<file path="src/rtl/pci_pkg.sv">
`timescale 1ns / 1ps
package pci_pkg;

  localparam int CELLS      = 1024;
  localparam int CELL_W     = $clog2(CELLS);
  localparam int CNT_W      = CELL_W + 1;
  localparam int COLOR_BITS = 32;
  localparam int PASS_W     = 7;
  localparam int ENT_W      = 1 + PASS_W + COLOR_BITS;
  localparam logic [PASS_W-1:0] PASS_START = '1;

  typedef enum logic [1:0] {
    FN_GUESS  = 2'd0,
    FN_SET    = 2'd1,
    FN_DRAIN  = 2'd2,
    FN_CANCEL = 2'd3
  } func_t;

  typedef struct packed {
    func_t                 func;
    logic [CELL_W-1:0]     cell_id;
    logic [COLOR_BITS-1:0] elim;
  } req_t;

  typedef struct packed {
    logic [CELL_W-1:0]     cell_id;
    logic [COLOR_BITS-1:0] mask;
    logic                  has;
    logic                  done;
    logic                  found;
  } res_t;

  typedef enum logic [3:0] {
    ST_INIT,
    ST_IDLE,
    ST_SET_WR,
    ST_GU_RDS,
    ST_GU_RDE,
    ST_GU_CHK,
    ST_DR_RDS,
    ST_DR_RDE,
    ST_DR_CHK,
    ST_CL_RDS,
    ST_CL_WR,
    ST_OUT
  } state_t;

endpackage

</file>
<file path="src/rtl/pci_front.sv">
`timescale 1ns / 1ps
module pci_front (
  input  logic                         clk,
  input  logic                         rst_n,
  input  logic                         push,
  output logic                         full,
  input  logic [1:0]                   in_func,
  input  logic [9:0]                   in_cell_id,
  input  logic [31:0]                  in_cell_mask,
  input  logic [31:0]                  in_keep_mask,
  output logic                         req_valid,
  output pci_pkg::req_t                req,
  input  logic                         req_take
);
  import pci_pkg::*;

  req_t       q_r [2];
  logic       wp_r, rp_r;
  logic [1:0] cnt_r;
  logic       do_push, do_pop;
  req_t       new_req;

  // Eliminated colors are the ones present before the change and absent after it.
  always_comb begin
    new_req.func    = func_t'(in_func);
    new_req.cell_id = CELL_W'(in_cell_id);
    new_req.elim    = COLOR_BITS'(in_cell_mask & ~in_keep_mask);
  end

  assign full      = (cnt_r == 2'd2);
  assign req_valid = (cnt_r != 2'd0);
  assign req       = q_r[rp_r];
  assign do_push   = push && !full;
  assign do_pop    = req_take && req_valid;

  always_ff @(posedge clk) begin
    if (do_push) begin
      q_r[wp_r] <= new_req;
    end
  end

  always_ff @(posedge clk) begin
    if (!rst_n) begin
      wp_r  <= 1'b0;
      rp_r  <= 1'b0;
      cnt_r <= 2'd0;
    end else begin
      if (do_push) wp_r <= ~wp_r;
      if (do_pop)  rp_r <= ~rp_r;
      cnt_r <= cnt_r + {1'b0, do_push} - {1'b0, do_pop};
    end
  end

endmodule

</file>
<file path="config.mk">
export PLATFORM = sky130hd
export DESIGN_NAME = pci_front
export DESIGN_NICKNAME = d
export VERILOG_FILES = /design/src/rtl/pci_pkg.sv /design/src/rtl/pci_front.sv
export SDC_FILE = /design/constraint.sdc
export NUM_CORES = 1
export LEC_CHECK = 0
export ABC_CLOCK_PERIOD_IN_PS = 3300
export BUFFER_PORTS_ARGS = -buffer_cell sky130_fd_sc_hd__buf_2
export CORE_ASPECT_RATIO = 1.4
export CORE_MARGIN = 5
export CORE_UTILIZATION = 50
export CTS_CLUSTER_SIZE = 16
export DETAILED_ROUTE_END_ITERATION = 7
export PLACE_DENSITY = 0.79
export SKIP_LAST_GASP = 1
export SLEW_MARGIN = 20
export SYNTH_ARGS = -nofsm -noshare
export SYNTH_HDL_FRONTEND = slang
export SYNTH_SLANG_ARGS = --single-unit
</file>
<file path="constraint.sdc">
create_clock -name clk -period 3.3 [get_ports clk]
set_clock_uncertainty 0.05 [all_clocks]
set_input_delay 0.33 -clock clk [delete_from_list [all_inputs] [get_ports clk]]
set_output_delay 0.33 -clock clk [all_outputs]
set_load 0.01 [all_outputs]
</file>
==> reports/summary.txt <==
area grow syn2layout = 23.3%
root buf cell = clkbuf_8
IO Pins = 126
area leader, netlist = edfxtp_1
WL/cell = 15.8 um
CP top delay family = buffers and inverters
initial antenna violation count = 1
Post-synth ARST share = 0%
Buf/Inv on CP = 2
drt drc = 0
power per cell area = 682 nW/um^2
Area contributors post-synth = edfxtp_1, mux2_4, nor2b_1
Crit Path Max Fanout = 22
HP Class = in2reg
Slew @ Worst Pin = 1030 ps
Sink Count = 93
Max Buffers Root-to-Sink = 2
final worst-path cycle share = 59.3%
fmax = 511 MHz
Initial DRC Count = 121
sequential cell area fraction in the yosys report = 71.9%
antenna viol nets, final = 0
top cell type's share of synthesized area = 69.3%
r2r endpoint = q_r[0][19]$_DFFE_PP_
P_leak = 1.95 nW
FF+latch count, synth = 93
DRT Wirelength = 6800 um
Skew-Pair Late Insertion Delay = 340 ps
FP Rows = 37
total power = 3.21 mW
unrepaired setup endpoints after global routing = no
Layout fillers = 577
crit path kind = reg2out
critical path's slowest cell = mux2_2
vias in the first global route = 2281
final instance area = 4700 um^2
min cycle time layout = 1960 ps
max-cap viol count = 0
Final setup viols = 0
Mapped Nets = 277
IO Port Bufs = 125
Reg clk slew, reported paths = 90 ps
most frequent cell after synthesis = edfxtp_1
TritonRoute pass-1 iters = 4
Hold Crit Start = in_cell_id[7]
All-Layer GR Usage = 14.6%
layout cells sized above 1 = 57.5%
nets = 411
Primary FF master, synth = edfxtp_1
status = finished clean
Vias/cell = 4.82
slowest stage delay, CP = 400 ps
H-tree depth = 3
CTS Hold Bufs = 0
Yosys cell types = 19
number of synthesized flops with an enable pin = 88
Commonest cells post-synth = edfxtp_1, mux2_4, nor2b_1
largest net degree at the start of global routing = 45
final hold violation count = 0
via count = 2077
n_diodes = 0
chip width = 83.8 um
Setup crit end kind = primary output
Cell Area, Placed = 4500 um^2
r2r setup slk = 1360 ps
CTS tree = done
path depth of the worst reg2reg path = 4
Peak VDD IR = 0.000497 V
GRT overflow = 0
die area = 9500 um^2
global-route wire length before repair = 10700 um
Post-CTS Setup Bufs = 0
syn avg cell area = 19.6 um^2
critical path data arrival time = 1580 ps
Core Footprint = 7410 um^2
relative slew slack = 31.7%
Die Height = 113 um
Detailed Place HPWL = 4870 um
Worst EP required = 2920 ps
post-CTS resize count = 0
Setup TNS = 0 ps
Starting Density = 51.5%
Hold Path End = q_r[1][39]$_DFFE_PP_
r2r startpoint = cnt_r[0]$_SDFF_PN0_
Yosys warning count = 0
Syn Inst Count = 195
Post-Syn Area = 3810 um^2
crit path cell chain = buf_4 -> mux2_2 -> buf_2
cts bufs inserted = 9
global placement routability congestion = 0.679
fin. max-slew vios = 0
hold path depth = 1
critical path startpoint category = flop
[worst reg2reg max path, stage by stage (launching register included)]
cell and delay [ps]:
dfxtp_1 370, nand2b_1 150, nand2_1 140, nor2_4 430, buf_4 450
[worst max-delay path by stage]
stage | startpoint | to | slack, ps | depth (start not counted)
after floorplan | cnt_r[0]$_SDFF_PN0_ | q_r[0][0]$_DFFE_PP_ | 370 | 3
after global placement | cnt_r[0]$_SDFF_PN0_ | q_r[0][13]$_DFFE_PP_ | 1390 | 4
after detailed placement | cnt_r[0]$_SDFF_PN0_ | q_r[0][20]$_DFFE_PP_ | 1340 | 4
after CTS | flop | req[0] | 1320 | 3
after global routing | cnt_r[0]$_SDFF_PN0_ | q_r[0][23]$_DFFE_PP_ | 1150 | 4
final | flop | req[0] | 1340 | 3
[state kept, by name, indices dropped and copies added (netlist names), named ones only]
signal	flops
cnt_r	2
rp_r	1
wp_r	1
q_r	88
[cell families after synthesis]
| family | Yosys count | synth area share (%) |
|---|---|---|
| buf+inv | 8 | 2.69 |
| compound gates | 1 | 0.197 |
| fa+ha+maj | 2 | 0.656 |
| flops | 93 | 71.9 |
| mux | 45 | 17.2 |
| simple gates | 43 | 6.66 |
| xor+xnor | 3 | 0.689 |
[stage by stage]
stage	util (%)	hold WS (ps)	instances	setup WS, ps
6_report	63.5	120	431	1340
4_1_cts	63.5	111	431	1320
2_1_floorplan	-	379	195	374
3_5_place_dp	60.8	463	415	1340
3_3_place_gp	60.8	446	415	1390
5_1_grt	63.5	105	431	1150
[layout by cell type, fill, tap and decap left out]
cell	netlist	layout
xnor2_1	2	2
mux2i_1	1	1
nand2b_1	2	2
mux2_4	40	40
dfxtp_1	5	4
clkbuf_8	0	9
bufinv_16	0	1
and3_2	0	1
and2_1	1	1
mux2_2	4	4
dfxtp_2	0	1
clkinv_2	0	1
clkinv_4	0	3
nor2_4	0	1
nand2_1	2	2
buf_4	0	3
xor2_1	1	1
o21a_1	1	1
ha_1	2	2
buf_2	0	125
or2_2	1	1
nor2b_1	32	32
inv_1	3	3
edfxtp_1	88	88
clkinvlp_4	0	2
nor2_1	4	3
[per-layer routing]
| metal | global-route usage (%) | wire length, um | part of all wire [%] | vias to the layer above |
|---|---|---|---|---|
| met4 | 6.97 | 172 | 2.5 | 2 |
| met1 | 15.3 | 2360 | 35 | 1001 |
| met2 | 27.2 | 3850 | 57 | 68 |
| li1 | - | - | - | 991 |
| met3 | 3.64 | 402 | 5.9 | 15 |
| met5 | 0 | 7 | 0.10 | - |
[layout make-up]
class	count	area [um^2]	share of cell area (%)
clock buffers	9	124	2.63
clock inverters	7	76.3	1.62
inverters	3	11.3	0.239
multi-input cells	94	977	20.8
flip-flops and latches	93	2740	58.4
well taps	97	121	2.58
repair buffers	128	648	13.8
[power breakdown]
group	switching [mW]	total, mW	internal, mW
Sequential	0.0496	1.54	1.49
Clock	0.386	0.738	0.352
Combinational	0.447	0.927	0.480
Power figures use the tool's default switching activity.
